[src/sv/tsp_pkg.sv]
// Shared types, character codes and digit helpers for the time string parser.
// No dependencies; imported by tsp_step and time_string_parser.
package tsp_pkg;

    localparam int unsigned HourMax   = 23;
    localparam int unsigned MinSecMax = 59;
    localparam int unsigned MaxLen    = 8;

    localparam logic [7:0] NUL_CODE   = 8'h00;
    localparam logic [7:0] COLON_CODE = 8'h3A;
    localparam logic [7:0] ZERO_CODE  = 8'h30;
    localparam logic [7:0] NINE_CODE  = 8'h39;

    typedef enum logic [3:0] {
        PH_H1,
        PH_H2_OR_COLON,
        PH_COLON,
        PH_M1,
        PH_M2,
        PH_END_OR_COLON,
        PH_S1,
        PH_S2,
        PH_END
    } phase_t;

    typedef struct packed {
        phase_t      phase;
        logic [3:0]  char_count;
        logic [6:0]  hour_acc;
        logic [6:0]  minute_acc;
        logic [6:0]  second_acc;
        logic        failed;
        logic        ended;
    } parse_state_t;

    typedef struct packed {
        logic        valid;
        logic [4:0]  hours;
        logic [5:0]  minutes;
    } parse_result_t;

    localparam parse_state_t CLEAR_STATE = '{
        phase:      PH_H1,
        char_count: 4'd0,
        hour_acc:   7'd0,
        minute_acc: 7'd0,
        second_acc: 7'd0,
        failed:     1'b0,
        ended:      1'b0
    };

    function automatic logic is_digit(input logic [7:0] c);
        return (c >= ZERO_CODE) && (c <= NINE_CODE);
    endfunction

    // acc * 10 + digit, kept to 7 bits
    function automatic logic [6:0] add_digit(input logic [6:0] acc, input logic [7:0] c);
        logic [10:0] sum;
        logic [7:0]  d;
        d   = c - ZERO_CODE;
        sum = ({4'd0, acc} * 11'd10) + {3'd0, d};
        return sum[6:0];
    endfunction

endpackage

[src/sv/time_string_parser.sv]
// Top level of the time string parser: input register, parse state, stored time, result register.
// Depends on tsp_pkg and tsp_step.
//
//  channel  | signals                               | direction | role
//  ---------+---------------------------------------+-----------+------------------------------
//  in       | in_valid, in_ready, char_code,        | to block  | one payload byte per item,
//           | last_char                             |           | last_char marks the final one
//  out      | out_valid, out_ready, valid_res,      | from      | one result per payload, given
//           | hour_value, minute_value, changed     | block     | for the final byte
//
// One item per cycle sustained while no held result stalls a final byte. An item is held in the
// input register while the parse step updates the state; the result of a final byte enters the
// result register as that byte leaves the input register, so out_valid rises once the final byte
// has passed the input register and then the result register.
// A held result stalls only final bytes; other bytes keep flowing into the parse state.
// Reset clears the parse state, the stored time and both valid flags.
module time_string_parser (
    input  logic        clk,
    input  logic        rst_n,
    input  logic        in_valid,
    output logic        in_ready,
    input  logic [7:0]  char_code,
    input  logic        last_char,
    output logic        out_valid,
    input  logic        out_ready,
    output logic        valid_res,
    output logic [4:0]  hour_value,
    output logic [5:0]  minute_value,
    output logic        changed
);
    import tsp_pkg::*;

    // input register
    logic          in_valid_reg;
    logic [7:0]    char_reg;
    logic          last_reg;

    // parse state and stored time
    parse_state_t  state_reg;
    parse_state_t  state_next;
    parse_result_t step_res;
    logic [4:0]    stored_hours_reg;
    logic [5:0]    stored_minutes_reg;
    logic          stored_present_reg;

    // result register
    logic          out_valid_reg;
    logic          valid_res_reg;
    logic [4:0]    hour_reg;
    logic [5:0]    minute_reg;
    logic          changed_reg;

    logic          s1_go;
    logic          chg_next;

    tsp_step u_step (
        .cur       (state_reg),
        .char_code (char_reg),
        .last_char (last_reg),
        .nxt       (state_next),
        .res       (step_res)
    );

    // advance the held byte; a final byte needs room in the result register
    assign s1_go    = in_valid_reg && (!last_reg || !out_valid_reg || out_ready);
    assign in_ready = !in_valid_reg || s1_go;

    assign chg_next = step_res.valid
        && (!stored_present_reg
            || (stored_hours_reg != step_res.hours)
            || (stored_minutes_reg != step_res.minutes));

    always_ff @(posedge clk or negedge rst_n)
    begin
        if (!rst_n)
        begin
            in_valid_reg <= 1'b0;
        end
        else if (in_ready)
        begin
            in_valid_reg <= in_valid;
        end
    end

    always_ff @(posedge clk)
    begin
        if (in_valid && in_ready)
        begin
            char_reg <= char_code;
            last_reg <= last_char;
        end
    end

    always_ff @(posedge clk or negedge rst_n)
    begin
        if (!rst_n)
        begin
            state_reg          <= CLEAR_STATE;
            stored_hours_reg   <= 5'd0;
            stored_minutes_reg <= 6'd0;
            stored_present_reg <= 1'b0;
        end
        else if (s1_go)
        begin
            state_reg <= state_next;
            // replace the stored time only on a new valid time
            if (last_reg && chg_next)
            begin
                stored_hours_reg   <= step_res.hours;
                stored_minutes_reg <= step_res.minutes;
                stored_present_reg <= 1'b1;
            end
        end
    end

    always_ff @(posedge clk or negedge rst_n)
    begin
        if (!rst_n)
        begin
            out_valid_reg <= 1'b0;
        end
        else if (s1_go && last_reg)
        begin
            out_valid_reg <= 1'b1;
        end
        else if (out_ready)
        begin
            out_valid_reg <= 1'b0;
        end
    end

    always_ff @(posedge clk)
    begin
        if (s1_go && last_reg)
        begin
            valid_res_reg <= step_res.valid;
            hour_reg      <= step_res.hours;
            minute_reg    <= step_res.minutes;
            changed_reg   <= chg_next;
        end
    end

    assign out_valid    = out_valid_reg;
    assign valid_res    = valid_res_reg;
    assign hour_value   = hour_reg;
    assign minute_value = minute_reg;
    assign changed      = changed_reg;

    // an invalid result carries zero fields and no change
    a_invalid_zero: assert property (@(posedge clk) disable iff (!rst_n)
        (out_valid && !valid_res) |-> (hour_value == 5'd0 && minute_value == 6'd0 && !changed))
        else $error("invalid result with nonzero fields");

    // a valid result stays in range
    a_range: assert property (@(posedge clk) disable iff (!rst_n)
        (out_valid && valid_res) |-> (hour_value <= 5'd23 && minute_value <= 6'd59))
        else $error("result out of range");

    // a change reported matches the stored time
    a_stored: assert property (@(posedge clk) disable iff (!rst_n)
        (out_valid && changed) |->
            (stored_present_reg && stored_hours_reg == hour_value
             && stored_minutes_reg == minute_value))
        else $error("stored time does not match changed result");

    // per-payload state clears after a final byte
    a_clear: assert property (@(posedge clk) disable iff (!rst_n)
        (s1_go && last_reg) |=> (state_reg.char_count == 4'd0 && !state_reg.failed))
        else $error("parse state not cleared after final byte");

endmodule

[src/sv/tsp_step.sv]
// Per-character parse step: next parse state and the result check on the final item.
// Depends on tsp_pkg.
module tsp_step (
    input  tsp_pkg::parse_state_t  cur,
    input  logic [7:0]             char_code,
    input  logic                   last_char,
    output tsp_pkg::parse_state_t  nxt,
    output tsp_pkg::parse_result_t res
);
    import tsp_pkg::*;

    parse_state_t upd;
    logic         digit;
    logic         colon;
    logic         ok;

    always_comb
    begin
        upd   = cur;
        digit = is_digit(char_code);
        colon = (char_code == COLON_CODE);

        // saturate the length count one past the limit
        if (cur.char_count <= 4'(MaxLen))
        begin
            upd.char_count = cur.char_count + 4'd1;
        end

        if (!cur.ended && !cur.failed)
        begin
            if (char_code == NUL_CODE)
            begin
                upd.ended = 1'b1;
            end
            else
            begin
                unique case (cur.phase)
                    PH_H1:
                    begin
                        if (digit)
                        begin
                            upd.hour_acc = add_digit(7'd0, char_code);
                            upd.phase    = PH_H2_OR_COLON;
                        end
                        else upd.failed = 1'b1;
                    end
                    PH_H2_OR_COLON:
                    begin
                        if (digit)
                        begin
                            upd.hour_acc = add_digit(cur.hour_acc, char_code);
                            upd.phase    = PH_COLON;
                        end
                        else if (colon) upd.phase = PH_M1;
                        else upd.failed = 1'b1;
                    end
                    PH_COLON:
                    begin
                        if (colon) upd.phase = PH_M1;
                        else upd.failed = 1'b1;
                    end
                    PH_M1:
                    begin
                        if (digit)
                        begin
                            upd.minute_acc = add_digit(7'd0, char_code);
                            upd.phase      = PH_M2;
                        end
                        else upd.failed = 1'b1;
                    end
                    PH_M2:
                    begin
                        if (digit)
                        begin
                            upd.minute_acc = add_digit(cur.minute_acc, char_code);
                            upd.phase      = PH_END_OR_COLON;
                        end
                        else upd.failed = 1'b1;
                    end
                    PH_END_OR_COLON:
                    begin
                        if (colon) upd.phase = PH_S1;
                        else upd.failed = 1'b1;
                    end
                    PH_S1:
                    begin
                        if (digit)
                        begin
                            upd.second_acc = add_digit(7'd0, char_code);
                            upd.phase      = PH_S2;
                        end
                        else upd.failed = 1'b1;
                    end
                    PH_S2:
                    begin
                        if (digit)
                        begin
                            upd.second_acc = add_digit(cur.second_acc, char_code);
                            upd.phase      = PH_END;
                        end
                        else upd.failed = 1'b1;
                    end
                    default:
                    begin
                        upd.failed = 1'b1;
                    end
                endcase
            end
        end

        ok = !upd.failed
            && (upd.phase == PH_END_OR_COLON || upd.phase == PH_END)
            && (upd.char_count >= 4'd1) && (upd.char_count <= 4'(MaxLen))
            && (upd.hour_acc <= 7'(HourMax))
            && (upd.minute_acc <= 7'(MinSecMax))
            && (upd.second_acc <= 7'(MinSecMax));

        res.valid   = ok;
        res.hours   = ok ? upd.hour_acc[4:0] : 5'd0;
        res.minutes = ok ? upd.minute_acc[5:0] : 6'd0;

        // the final item returns the per-payload state to its cleared value
        nxt = last_char ? CLEAR_STATE : upd;
    end

endmodule
[config.mk]
export PLATFORM = sky130hd
export DESIGN_NAME = time_string_parser
export DESIGN_NICKNAME = d
export VERILOG_FILES = /design/src/sv/tsp_pkg.sv /design/src/sv/time_string_parser.sv /design/src/sv/tsp_step.sv
export SDC_FILE = /design/constraint.sdc
export NUM_CORES = 1
export LEC_CHECK = 0
export ABC_AREA = 1
export BUFFER_PORTS_ARGS = -buffer_cell sky130_fd_sc_hd__buf_2
export CAP_MARGIN = 20
export CORE_MARGIN = 2
export CORE_UTILIZATION = 65
export DETAILED_ROUTE_END_ITERATION = 10
export PLACE_DENSITY = 0.84
export SYNTH_ARGS = -nofsm -noshare
export SYNTH_HDL_FRONTEND = slang
export SYNTH_SLANG_ARGS = --single-unit
[constraint.sdc]
create_clock -name clk -period 7.9 [get_ports clk]
set_clock_uncertainty 0.15 [all_clocks]
set_input_delay 1.58 -clock clk [delete_from_list [all_inputs] [get_ports clk]]
set_output_delay 1.58 -clock clk [all_outputs]
set_load 0.005 [all_outputs]
# ---- Word level (Yosys, flattened, before mapping)
# Index checks and enable logic that the tools add are counted.
# W data, S select, Z words.
dict set report totals {
  input_bits 13
  reg_bits 67
  out_inout_bits 15
  word_cells 114
}
dict set report classes {
  multipliers 3
  eq_ne 12
  reduce_logical 35
  add_sub_neg 5
  n_mux 33
  order_cmp 8
}
# operator n
set ops {}
lappend ops {{$mux W4} 11}
lappend ops {{$mux W7} 6}
lappend ops {{$pmux W7 S2} 3}
lappend ops {{$pmux W4 S8} 1}
lappend ops {{$mux W31} 1}
lappend ops {{$mux W23} 1}
lappend ops {{$mux W22} 1}
lappend ops {{$add A7 B7 Y7} 3}
lappend ops {{$mul A7 B3 Y6 const B} 3}
lappend ops {{$eq A4 B3 Y1 const B} 5}
lappend ops {{$le A7 B6 Y1 const B} 2}
lappend ops {{$logic_and A1 B1 Y1} 13}
lappend ops {{$eq A4 B2 Y1 const B} 2}
lappend ops {{$eq A8 B6 Y1 const B} 1}
lappend ops {{$ge A8 B6 Y1 const B} 1}
lappend ops {{$le A4 B4 Y1 const B} 2}
lappend ops {{$le A8 B6 Y1 const B} 1}
lappend ops {{$logic_not A8 Y1} 1}
lappend ops {{$le A7 B5 Y1 const B} 1}
lappend ops {{$logic_not A1 Y1} 7}
lappend ops {{$sub A7 B6 Y7 const B} 1}
lappend ops {{$logic_or A1 B1 Y1} 6}
lappend ops {{$mux W1} 6}
lappend ops {{$mux W6} 1}
lappend ops {{14 further kinds} 16}

# ---- Logic depth before layout (Yosys ltp)
# Gate-level depths: netlist of run 1.
dict set report logic_depth {
  ltp_word 21
  ltp_mapped 30
}

# ---- Hierarchy
# A second synthesis of run 1 with hierarchy kept.
dict set report hier_totals {
  cells_unflattened 797
  hier_area_um2 5381.4
}
# mod cells_per_inst area_each_um2 seq_area_each_um2 instances
set modules_own_cells {}
lappend modules_own_cells {tsp_step 515 2717.6 0.0 1}
lappend modules_own_cells {time_string_parser 282 2663.8 1786.7 1}

# ---- Least setup slack after synthesis of run 1
# Ideal clock, no wire load.
dict set report synth_path {
  path_type {reg-to-reg}
  from {register state_reg[17] (netlist bit)}
  to {register stored_hours_reg[0]}
  path_stages_with_launch 27
  setup_time_ns 0.120
  arrival_time_ns 3.537
  setup_slack_ns 4.094
  n_path_buf 2
  t_required_ns 7.630
  cell_sequence {dfrtp_1 > ha_1 > ha_1 > inv_1 > fa_1 > inv_1 > ha_1 > nand2_1 > inv_1 > o21ai_0 > nand3_1 > nand3_1 > nand3_1 > nand2_1 > nand2_1 > nand2_1 > o21ai_0 > nor2_1 > buf_2 > nand4_1 > a21oi_1 > nand2_1 > nor2_1 > nand3_1 > buf_2 > nand4_1 > nand2_1}
}
dict set report synth_via {
  elab_chain_len 17
  elab_cells_between_ends 20
}
# item line
set synth_lines {}
lappend synth_lines {{start, declared} time_string_parser.sv:39} ;# parse_state_t state_reg;
lappend synth_lines {{start signal, assigned} time_string_parser.sv:105} ;# state_reg <= state_next;
lappend synth_lines {{$mul A7 B3 Y6} tsp_pkg.sv:61} ;# sum = ({4'd0, acc} * 11'd10) + {3'd0, d};
lappend synth_lines {{$add A7 B7 Y7} tsp_pkg.sv:61}
lappend synth_lines {{$mux W7} tsp_step.sv:49} ;# if (digit)
lappend synth_lines {{$pmux W7 S2} tsp_step.sv:37} ;# unique case (cur.phase)
lappend synth_lines {{$mux W22} tsp_step.sv:31} ;# if (char_code == NUL_CODE)
lappend synth_lines {{$mux W23 (*)} tsp_step.sv:29} ;# if (!cur.ended && !cur.failed)
lappend synth_lines {{$le A7 B5 Y1} tsp_step.sv:114} ;# && (upd.hour_acc <= 7'(HourMax))
lappend synth_lines {{$logic_and A1 B1 Y1} tsp_step.sv:114}
lappend synth_lines {{$logic_and A1 B1 Y1} tsp_step.sv:115} ;# && (upd.minute_acc <= 7'(MinSecMax))
lappend synth_lines {{$logic_and A1 B1 Y1} tsp_step.sv:116} ;# && (upd.second_acc <= 7'(MinSecMax));
lappend synth_lines {{$mux W5} tsp_step.sv:119} ;# res.hours = ok ? upd.hour_acc[4:0] : 5'd0;
lappend synth_lines {{$ne A5 B5 Y1} time_string_parser.sv:70} ;# || (stored_hours_reg != step_res.hours)
lappend synth_lines {{$logic_or A1 B1 Y1} time_string_parser.sv:70}
lappend synth_lines {{$logic_or A1 B1 Y1} time_string_parser.sv:71} ;# || (stored_minutes_reg != step_res.minutes));
lappend synth_lines {{$logic_and A1 B1 Y1} time_string_parser.sv:69} ;# && (!stored_present_reg
lappend synth_lines {{$logic_and A1 B1 Y1} time_string_parser.sv:107} ;# if (last_reg && chg_next)
lappend synth_lines {{$reduce_and A2 Y1 (no source line)} --}
lappend synth_lines {{end signal, assigned} time_string_parser.sv:109} ;# stored_hours_reg <= step_res.hours;
lappend synth_lines {{end, declared} time_string_parser.sv:42} ;# logic [4:0] stored_hours_reg;
# Mark *: on every way between the ends. The rest lies on a longest branch, timed or not. The select of a mux whose other input is x is not followed.
# A chain may end at the register's enable or synchronous reset.

# ---- Worst setup path in the final report of run 1
dict set report layout_path {
  from {register state_reg[17] (netlist bit)}
  to {register stored_hours_reg[1]}
}
# Same word-level chain as after synthesis.

==> results of run 1 <==
-- critical path, stage by stage, from the launching register on --
cell and delay [ns]:
sky130_fd_sc_hd__dfrtp_1 0.46, sky130_fd_sc_hd__ha_1 0.33, sky130_fd_sc_hd__ha_1 0.16, sky130_fd_sc_hd__inv_1 0.06
sky130_fd_sc_hd__fa_1 0.48, sky130_fd_sc_hd__inv_1 0.04, sky130_fd_sc_hd__ha_1 0.33, sky130_fd_sc_hd__nand2_1 0.08
sky130_fd_sc_hd__inv_1 0.05, sky130_fd_sc_hd__o21ai_0 0.06, sky130_fd_sc_hd__nand3_1 0.11, sky130_fd_sc_hd__nand3_1 0.10
sky130_fd_sc_hd__nand3_1 0.11, sky130_fd_sc_hd__nand2_1 0.09, sky130_fd_sc_hd__nand2_1 0.05, sky130_fd_sc_hd__nand2_1 0.05
sky130_fd_sc_hd__o21ai_0 0.15, sky130_fd_sc_hd__nor2_1 0.61, sky130_fd_sc_hd__nand4_1 0.30, sky130_fd_sc_hd__nor2_1 0.18
sky130_fd_sc_hd__nor2_1 0.06, sky130_fd_sc_hd__nand2_1 0.07, sky130_fd_sc_hd__nor2_2 0.05, sky130_fd_sc_hd__nand3_1 0.32
sky130_fd_sc_hd__nand3_2 0.32, sky130_fd_sc_hd__nand2_1 0.15, sky130_fd_sc_hd__nand2_1 0.07
-- worst min path at each step --
stage	start	endpoint	slack (ns)	depth (start not counted)
2_1_floorplan	stored_present_reg	stored_present_reg	0.27	2
3_3_place_gp	stored_present_reg	stored_present_reg	0.29	2
3_5_place_dp	stored_present_reg	stored_present_reg	0.30	2
4_1_cts	stored_present_reg	stored_present_reg	0.31	2
5_1_grt	stored_present_reg	stored_present_reg	0.35	2
6_report	stored_present_reg	stored_present_reg	0.31	2
-- per-layer routing --
layer	part of all wire (%)	vias up	track usage, %
met1	42	2270	39.35
met5	0	-	0
met3	7.2	41	4.719
li1	-	2369	-
met2	47	224	52.31
met4	3.5	0	12.87
-- cells in the final DEF, fill, tap and decap left out, drive strengths merged --
cell type  instances
nand2            221
inv              110
nand3             66
nor2              54
dfrtp             45
ha                31
a21oi             31
buf               28
nand4             27
edfxtp            22
o22ai             21
o21ai             16
clkbuf            12
xnor2             10
nand3b             7
fa                 6
o211ai             5
xor2               4
clkinv             4
a211oi             3
a31oi              2
nor3               2
a21boi             2
o31ai              2
o21bai             1
nor3b              1
clkinvlp           1
bufinv             1
-- cell type report --
cell class              instances  share of cell area (%)
multi-input cells             512                   50.67
inverters                     112                   7.617
flip-flops and latches         67                   32.37
clock buffers                  12                   3.219
well taps                     102                   2.312
repair buffers                 28                   2.811
clock inverters                 4                  0.9975
-- metrics by stage --
step,utilization (%),instances,hold slack (ns)
after floorplan,-,708,0.2712
after global placement,68.86,820,0.2925
after detailed placement,68.86,820,0.2957
after CTS,71.91,836,0.3148
after global routing,72.17,837,0.3480
final,72.17,837,0.3138
-- logic make-up after synthesis --
| logic type | count (synthesis) | synth area share, % |
|---|---|---|
| flip-flops | 67 | 35.01 |
| AND/OR/NAND/NOR | 378 | 32.88 |
| XOR/XNOR | 14 | 2.402 |
| AO/OA/AOI/OAI | 83 | 9.561 |
| adder cells (fa/ha/maj) | 37 | 9.953 |
| buffers and inverters | 129 | 10.20 |
-- power groups by stage --
stage | registers (mW) | clock network (mW) | logic [mW]
after global routing | 0.392 | 0.340 | 0.237
after floorplan | 0.393 | 0 | 0.156
after global placement | 0.397 | 0 | 0.201
final | 0.391 | 0.325 | 0.212
after detailed placement | 0.397 | 0 | 0.207
after CTS | 0.390 | 0.325 | 0.207
==> report_table.html, run 1 <==
<table>
<tr><th>Metric</th><th>Value</th></tr>
<tr><th colspan="2">Run status</th></tr>
<tr><td>Status</td><td>finished, final reports clean</td></tr>
<tr><th colspan="2">Timing</th></tr>
<tr><td>Min cycle time layout</td><td>5.112 ns</td></tr>
<tr><td>Final Slew Violations</td><td>0</td></tr>
<tr><td>Fmax achieved</td><td>195.6 MHz</td></tr>
<tr><td>Final-report setup violation count</td><td>0</td></tr>
<tr><td>Share of the clock period used by the worst path</td><td>64.71%</td></tr>
<tr><td>Setup TNS after final layout</td><td>0 ns</td></tr>
<tr><td>Fin. Hold Viols</td><td>0</td></tr>
<tr><td>Worst slew slack as a fraction of its limit</td><td>27.28%</td></tr>
<tr><td>Setup repair after global routing missed its margin</td><td>false</td></tr>
<tr><td>Final setup margin</td><td>2.788 ns</td></tr>
<tr><td>Worst-Margin Slew</td><td>1.090 ns</td></tr>
<tr><th colspan="2">Layout</th></tr>
<tr><td>Multi-input combinational cell area</td><td>2796 um^2</td></tr>
<tr><td>Antenna Cells</td><td>0</td></tr>
<tr><td>Largest register FFs</td><td>31</td></tr>
<tr><td>Final-stage net count</td><td>780</td></tr>
<tr><td>Layout fillers</td><td>617</td></tr>
<tr><td>Share of post-route cells with drive strength above 1</td><td>9.524%</td></tr>
<tr><td>Storage cell area</td><td>1787 um^2</td></tr>
<tr><td>Area of all placed cells without fillers</td><td>5519 um^2</td></tr>
<tr><td>Area overhead of the layout relative to synthesis</td><td>8.139%</td></tr>
<tr><th colspan="2">Clocking</th></tr>
<tr><td>Maximum clock path buffer count</td><td>2</td></tr>
<tr><td>Post_cts resized</td><td>0</td></tr>
<tr><td>Number of H-tree levels</td><td>3</td></tr>
<tr><td>Clock tree from TritonCTS</td><td>done</td></tr>
<tr><td>Clock input transition at the sequential cells of the worst setup and hold paths</td><td>0.08 ns</td></tr>
<tr><td>Latest clock arrival within the worst-skew pair</td><td>0.35 ns</td></tr>
<tr><td>Total clock buffers created by CTS</td><td>9</td></tr>
<tr><td>Clk root buf</td><td>sky130_fd_sc_hd__clkbuf_8</td></tr>
<tr><td>Cts hold-fix bufs</td><td>0</td></tr>
<tr><td>TritonCTS sink count</td><td>67</td></tr>
<tr><td># Post-CTS Setup Buffers</td><td>0</td></tr>
<tr><th colspan="2">Yosys</th></tr>
<tr><td>Primary flip-flop cell chosen by synthesis mapping</td><td>sky130_fd_sc_hd__dfrtp_1</td></tr>
<tr><td>#FFs+latches synth</td><td>67</td></tr>
<tr><td>Top cells by instance count after synthesis</td><td>217 x sky130_fd_sc_hd__nand2_1, 104 x sky130_fd_sc_hd__inv_1, 63 x sky130_fd_sc_hd__nand3_1, 46 x sky130_fd_sc_hd__nor2_1, 45 x sky130_fd_sc_hd__dfrtp_1</td></tr>
<tr><td>Number of distinct library cells after synthesis</td><td>36</td></tr>
<tr><td>Post-synth net total</td><td>758</td></tr>
<tr><td>Average cell area after synthesis</td><td>7.209 um^2</td></tr>
<tr><td>Count of mapped cells out of synthesis</td><td>708</td></tr>
<tr><td>Share of synthesized flip-flops with an asynchronous set or reset</td><td>67.16%</td></tr>
<tr><td>Number of enable flip-flop cells after synthesis</td><td>22</td></tr>
<tr><td>Cell type with the highest aggregate area in the netlist</td><td>sky130_fd_sc_hd__dfrtp_1</td></tr>
<tr><td>Largest cells by area after synthesis</td><td>sky130_fd_sc_hd__dfrtp_1 22%, sky130_fd_sc_hd__nand2_1 16%, sky130_fd_sc_hd__edfxtp_1 13%</td></tr>
<tr><td>Most common cell in the synthesized netlist</td><td>sky130_fd_sc_hd__nand2_1</td></tr>
<tr><td>Share of the synthesized area in the top cell type</td><td>22.06%</td></tr>
<tr><td>Syn Std Cell Area</td><td>5104 um^2</td></tr>
<tr><td>Sequential-to-total area share from yosys stat</td><td>35.01%</td></tr>
<tr><td>Synthesis Warnings</td><td>0</td></tr>
<tr><th colspan="2">Setup path</th></tr>
<tr><td>Type of the worst setup path</td><td>reg -&gt; reg</td></tr>
<tr><td>Crit Path Max Fanout</td><td>12</td></tr>
<tr><td>Worst setup path startpoint</td><td>state_reg[17]</td></tr>
<tr><td>Startpoint Class</td><td>register</td></tr>
<tr><td>Kind of capture point of the worst setup path</td><td>register</td></tr>
<tr><td>Reg2reg path depth</td><td>26</td></tr>
<tr><td>Register-to-register setup slack</td><td>2.79 ns</td></tr>
<tr><td>CP required</td><td>7.99 ns</td></tr>
<tr><td>Capture instance of the worst register-to-register path</td><td>stored_hours_reg[1]</td></tr>
<tr><td>Worst r2r src</td><td>state_reg[17]</td></tr>
<tr><td>Critical Path Sink</td><td>stored_hours_reg[1]</td></tr>
<tr><td>Worst Path Arrival</td><td>5.20 ns</td></tr>
<tr><th colspan="2">Global routing</th></tr>
<tr><td>First-pass GRT wire length</td><td>20.89 mm</td></tr>
<tr><td>Antenna violations before repair</td><td>0</td></tr>
<tr><td>Overflow left after global routing</td><td>0</td></tr>
<tr><td>Number of global-route vias before repair</td><td>4623</td></tr>
<tr><td>Global-route usage over all layers</td><td>30.78%</td></tr>
<tr><td>Largest net degree at the start of global routing</td><td>46</td></tr>
<tr><th colspan="2">Routing</th></tr>
<tr><td>Sum of routed wire length over all layers</td><td>12.67 mm</td></tr>
<tr><td>Routed via count divided by cell count</td><td>5.859</td></tr>
<tr><td>Post-route DRC</td><td>0</td></tr>
<tr><td>Via count of the routed design</td><td>4904</td></tr>
<tr><td>Number of search-and-repair iterations in the first detailed-routing pass</td><td>5</td></tr>
<tr><td>Antenna Nets Post-Route</td><td>0</td></tr>
<tr><td>Number of violations reported at the end of detailed-routing iteration 0</td><td>340</td></tr>
<tr><td>Wire length per cell after detailed routing</td><td>15.14 um</td></tr>
<tr><th colspan="2">Die</th></tr>
<tr><td>Die height</td><td>92.61 um</td></tr>
<tr><td>Initial core utilization</td><td>66.74%</td></tr>
<tr><td>I/O Pins</td><td>28</td></tr>
<tr><td>Die area</td><td>8577 um^2</td></tr>
<tr><td>Number of placement rows</td><td>32</td></tr>
<tr><td>Die span in x</td><td>92.61 um</td></tr>
<tr><td>Core region area</td><td>7647 um^2</td></tr>
<tr><th colspan="2">Placement</th></tr>
<tr><td>Placement Cell Area</td><td>5266 um^2</td></tr>
<tr><td>Number of buffers inserted by port buffering</td><td>27</td></tr>
<tr><td>Routability congestion estimate from global placement</td><td>0.9851</td></tr>
<tr><td>Hpwl dp</td><td>9.572 mm</td></tr>
<tr><td>Worst Setup Slack post-DPL</td><td>2.999 ns</td></tr>
<tr><th colspan="2">Pwr</th></tr>
<tr><td>Sequential share of power</td><td>42.1%</td></tr>
<tr><td>Leakage power total</td><td>2.968 nW</td></tr>
<tr><td>Power density over the cells</td><td>168.1 nW/um^2</td></tr>
<tr><td>IR Drop Worst-Case VDD</td><td>154.6 uV</td></tr>
<tr><td>PnR Total Power</td><td>927.8 uW</td></tr>
<tr><td>Switch Pwr</td><td>300.5 uW</td></tr>
<tr><td>Internal power of the cells</td><td>627.3 uW</td></tr>
<tr><td>Power share of the clock group</td><td>35.0%</td></tr>
<tr><td>Combinational group share of total power</td><td>22.9%</td></tr>
<tr><td>Switching part of the total</td><td>32.39%</td></tr>
<tr><th colspan="2">Flow run</th></tr>
<tr><td>Count of max-cap constraint violations</td><td>0</td></tr>
<tr><th colspan="2">Worst hold path</th></tr>
<tr><td>Class of the tightest hold or removal check</td><td>reg -&gt; reg</td></tr>
</table>
Power figures use the tool's default switching activity.
==> inputs of run 2 (changes only) <==
CORE_UTILIZATION = 62   (was 65)
PLACE_DENSITY = 0.81   (was 0.84)
clock period = 5.15 ns   (was 7.9 ns; I/O delays follow)
==> report_table.html, run 2 (synthesis results as in run 1) <==
<table>
<tr><th>Metric</th><th>Value</th></tr>
<tr><th colspan="2">Run status</th></tr>
<tr><td>Status</td><td>finished, final reports clean</td></tr>
<tr><th colspan="2">Setup path</th></tr>
<tr><td>CP required</td><td>5.29 ns (-2.70 ns)</td></tr>
<tr><td>Reg2reg path depth</td><td>27 (+3.8%)</td></tr>
<tr><td>Stages on the worst setup path</td><td>27 (+3.8%)</td></tr>
<tr><td>Capture instance of the worst register-to-register path</td><td>stored_hours_reg[4]</td></tr>
<tr><td>Total buffers and inverters traversed by the critical path</td><td>5 (+2)</td></tr>
<tr><td>Critical Path Sink</td><td>stored_hours_reg[4]</td></tr>
<tr><td>Worst r2r src</td><td>state_reg[17]</td></tr>
<tr><td>Crit-path most repeated cell</td><td>sky130_fd_sc_hd__nand2_1</td></tr>
<tr><td>Crit-path leading delay family</td><td>simple AND/OR/NAND/NOR gates</td></tr>
<tr><td>Kind of capture point of the worst setup path</td><td>register</td></tr>
<tr><td>Worst setup path startpoint</td><td>state_reg[17]</td></tr>
<tr><td>Delay of the slowest cell on the worst path</td><td>0.48 ns (-0.13 ns)</td></tr>
<tr><td>Type of the worst setup path</td><td>reg -&gt; reg</td></tr>
<tr><td>Register-to-register setup slack</td><td>0.69 ns (-2.09 ns)</td></tr>
<tr><td>CP max stage cell</td><td>sky130_fd_sc_hd__fa_1</td></tr>
<tr><td>Startpoint Class</td><td>register</td></tr>
<tr><td>Worst Path Arrival</td><td>4.60 ns (-0.60 ns)</td></tr>
<tr><td>Crit Path Max Fanout</td><td>12 (unchanged)</td></tr>
<tr><th colspan="2">Pwr</th></tr>
<tr><td>IR Drop Worst-Case VDD</td><td>217.6 uV (+41%)</td></tr>
<tr><td>Leakage power total</td><td>2.968 nW (about the same)</td></tr>
<tr><td>Switching part of the total</td><td>35.72% (+3.3 points)</td></tr>
<tr><td>Internal power of the cells</td><td>857.6 uW (+37%)</td></tr>
<tr><td>Power share of the clock group</td><td>30.5% (-4.5 points)</td></tr>
<tr><td>Switch Pwr</td><td>476.5 uW (+59%)</td></tr>
<tr><td>Sequential share of power</td><td>44.9% (+2.8 points)</td></tr>
<tr><td>Combinational group share of total power</td><td>24.6% (+1.7 points)</td></tr>
<tr><td>Power density over the cells</td><td>242.8 nW/um^2 (+44%)</td></tr>
<tr><th colspan="2">Layout</th></tr>
<tr><td>Final-stage net count</td><td>784 (+0.51%)</td></tr>
<tr><td>Largest register FFs</td><td>31 (unchanged)</td></tr>
<tr><td>Most frequent cells in the layout</td><td>217 x sky130_fd_sc_hd__nand2_1, 104 x sky130_fd_sc_hd__inv_1, 63 x sky130_fd_sc_hd__nand3_1, 46 x sky130_fd_sc_hd__nor2_1, 45 x sky130_fd_sc_hd__dfrtp_1</td></tr>
<tr><td>Area overhead of the layout relative to synthesis</td><td>7.649%</td></tr>
<tr><td>Most frequent standard cell in the layout excluding fill and tap cells</td><td>sky130_fd_sc_hd__nand2_1</td></tr>
<tr><td>Share of post-route cells with drive strength above 1</td><td>10.15% (+0.63 points)</td></tr>
<tr><td>Area of all placed cells without fillers</td><td>5494 um^2 (-0.45%)</td></tr>
<tr><td>Antenna Cells</td><td>0 (unchanged)</td></tr>
<tr><td>Fraction of the core area covered by cells at the end of the flow</td><td>67.89% (-4.3 points)</td></tr>
<tr><th colspan="2">Timing</th></tr>
<tr><td>Final Slew Violations</td><td>0 (unchanged)</td></tr>
<tr><td>Final-report setup violation count</td><td>0 (unchanged)</td></tr>
<tr><td>Share of the clock period used by the worst path</td><td>86.51% (+22 points)</td></tr>
<tr><td>Worst-Margin Slew</td><td>0.9455 ns (-0.1441 ns)</td></tr>
<tr><td>Fmax achieved</td><td>224.4 MHz (+15%)</td></tr>
<tr><td>Fin. Hold Viols</td><td>0 (unchanged)</td></tr>
<tr><td>Worst hold slack</td><td>0.3150 ns (+0.001158 ns)</td></tr>
<tr><td>Final setup margin</td><td>0.6945 ns (-2.094 ns)</td></tr>
<tr><td>Min cycle time layout</td><td>4.455 ns (-0.6565 ns)</td></tr>
<tr><td>Setup repair after global routing missed its margin</td><td>false</td></tr>
<tr><td>Setup TNS after final layout</td><td>0 ns (unchanged)</td></tr>
<tr><td>Worst slew slack as a fraction of its limit</td><td>36.89% (+9.6 points)</td></tr>
<tr><th colspan="2">Routing</th></tr>
<tr><td>Post-route DRC</td><td>0 (unchanged)</td></tr>
<tr><td>Routed via count divided by cell count</td><td>5.751 (-1.8%)</td></tr>
<tr><td>Wire length per cell after detailed routing</td><td>15.47 um (+2.2%)</td></tr>
<tr><td>Antenna Nets Post-Route</td><td>0 (unchanged)</td></tr>
<tr><td>Via count of the routed design</td><td>4854 (-1.0%)</td></tr>
<tr><td>Number of search-and-repair iterations in the first detailed-routing pass</td><td>5 (unchanged)</td></tr>
<tr><td>Number of violations reported at the end of detailed-routing iteration 0</td><td>343 (+0.88%)</td></tr>
<tr><td>Sum of routed wire length over all layers</td><td>13.06 mm (+3.1%)</td></tr>
<tr><th colspan="2">Clocking</th></tr>
<tr><td>Maximum clock path buffer count</td><td>2 (unchanged)</td></tr>
<tr><td>Clock input transition at the sequential cells of the worst setup and hold paths</td><td>0.08 ns (about the same)</td></tr>
<tr><td>Number of H-tree levels</td><td>3 (unchanged)</td></tr>
<tr><td>Clock tree from TritonCTS</td><td>done</td></tr>
<tr><td>Cts hold-fix bufs</td><td>0 (unchanged)</td></tr>
<tr><td>TritonCTS sink count</td><td>67 (unchanged)</td></tr>
<tr><td>Post_cts resized</td><td>0 (unchanged)</td></tr>
<tr><td># Post-CTS Setup Buffers</td><td>0 (unchanged)</td></tr>
<tr><td>Latest clock arrival within the worst-skew pair</td><td>0.36 ns (about the same)</td></tr>
<tr><td>Total clock buffers created by CTS</td><td>9 (unchanged)</td></tr>
<tr><td>Clk root buf</td><td>sky130_fd_sc_hd__clkbuf_8</td></tr>
<tr><th colspan="2">Worst hold path</th></tr>
<tr><td>Class of the tightest hold or removal check</td><td>reg -&gt; reg</td></tr>
<tr><th colspan="2">Global routing</th></tr>
<tr><td>Number of global-route vias before repair</td><td>4539 (-1.8%)</td></tr>
<tr><td>Largest net degree at the start of global routing</td><td>46 (unchanged)</td></tr>
<tr><td>First-pass GRT wire length</td><td>21.70 mm (+3.9%)</td></tr>
<tr><td>Global-route usage over all layers</td><td>31.36% (+0.58 points)</td></tr>
<tr><td>Overflow left after global routing</td><td>0 (unchanged)</td></tr>
<tr><td>Antenna violations before repair</td><td>0 (unchanged)</td></tr>
<tr><th colspan="2">Placement</th></tr>
<tr><td>Placement Cell Area</td><td>5300 um^2 (+0.64%)</td></tr>
<tr><td>Routability congestion estimate from global placement</td><td>0.9276 (-5.8%)</td></tr>
<tr><td>Worst Setup Slack post-DPL</td><td>0.7505 ns (-2.249 ns)</td></tr>
<tr><td>Hpwl dp</td><td>10.05 mm (+4.9%)</td></tr>
<tr><td>Number of buffers inserted by port buffering</td><td>27 (unchanged)</td></tr>
<tr><th colspan="2">Die</th></tr>
<tr><td>Die span in x</td><td>94.73 um (+2.3%)</td></tr>
<tr><td>Die height</td><td>94.73 um (+2.3%)</td></tr>
<tr><td>Core region area</td><td>8093 um^2 (+5.8%)</td></tr>
<tr><td>Initial core utilization</td><td>63.06% (-3.7 points)</td></tr>
<tr><td>I/O Pins</td><td>28 (unchanged)</td></tr>
<tr><td>Number of placement rows</td><td>33 (+3.1%)</td></tr>
<tr><td>Die area</td><td>8974 um^2 (+4.6%)</td></tr>
<tr><th colspan="2">Flow run</th></tr>
<tr><td>Count of max-cap constraint violations</td><td>0 (unchanged)</td></tr>
</table>
run 2: changes by cell type in the layout (fill, tap and decap cells not counted):
cell                         previous run  this run
sky130_fd_sc_hd__bufinv_16              1         0
sky130_fd_sc_hd__clkbuf_1               1         0
sky130_fd_sc_hd__clkbuf_16              2         0
sky130_fd_sc_hd__clkinvlp_4             1         0
sky130_fd_sc_hd__clkinv_4               2         1
sky130_fd_sc_hd__clkinv_2               0         3
sky130_fd_sc_hd__buf_4                  0         4
sky130_fd_sc_hd__inv_6                  0         3
run 2: layer usage:
layer | share of wire, % | global-route usage, % | vias to the layer above
li1 | - | - | 2373
met3 | 6.2 | 4.549 | 31
met5 | 0 | 0 | -
met4 | 2.6 | 12.56 | 0
met2 | 48 | 51.12 | 184
met1 | 43 | 42.16 | 2266
run 2: worst min-delay path by stage:
stage	startpoint	endpoint	slack (ns)	cells after the start
after global routing	stored_present_reg	stored_present_reg	0.35	2
after floorplan	stored_present_reg	stored_present_reg	0.27	2
after detailed placement	stored_present_reg	stored_present_reg	0.30	2
after global placement	stored_present_reg	stored_present_reg	0.29	2
final	stored_present_reg	stored_present_reg	0.31	2
after CTS	stored_present_reg	stored_present_reg	0.32	2
run 2: stage by stage:
| step | power [mW] | instances |
|---|---|---|
| floorplan | 0.8418 | 708 |
| global placement | 0.9231 | 827 |
| detailed placement | 0.9325 | 827 |
| CTS | 1.332 | 843 |
| global route | 1.408 | 844 |
| finish | 1.334 | 844 |
run 2: power groups by stage:
| stage | logic (mW) | registers, mW | clock network, mW |
|---|---|---|---|
| global placement | 0.315 | 0.608 | 0 |
| finish | 0.328 | 0.599 | 0.407 |
| global route | 0.370 | 0.602 | 0.436 |
| detailed placement | 0.323 | 0.610 | 0 |
| floorplan | 0.239 | 0.603 | 0 |
| CTS | 0.324 | 0.599 | 0.409 |
run 2: tightest hold or removal path, delay by kind of cell (launching register included):
family | cells | cell delay, ns
buffers and inverters | 1 | 0.04
DFF | 1 | 0.33
and+or+nand+nor | 1 | 0.06
run 2: area by class of cell:
cell class,instances,area (um^2)
multi-input combinational,512,2796
fill,711,2599
sequential,67,1787
inverter,112,420.4
timing repair buffer,32,185.2
tap,105,131.4
clock buffer,9,123.9
clock inverter,7,50.05
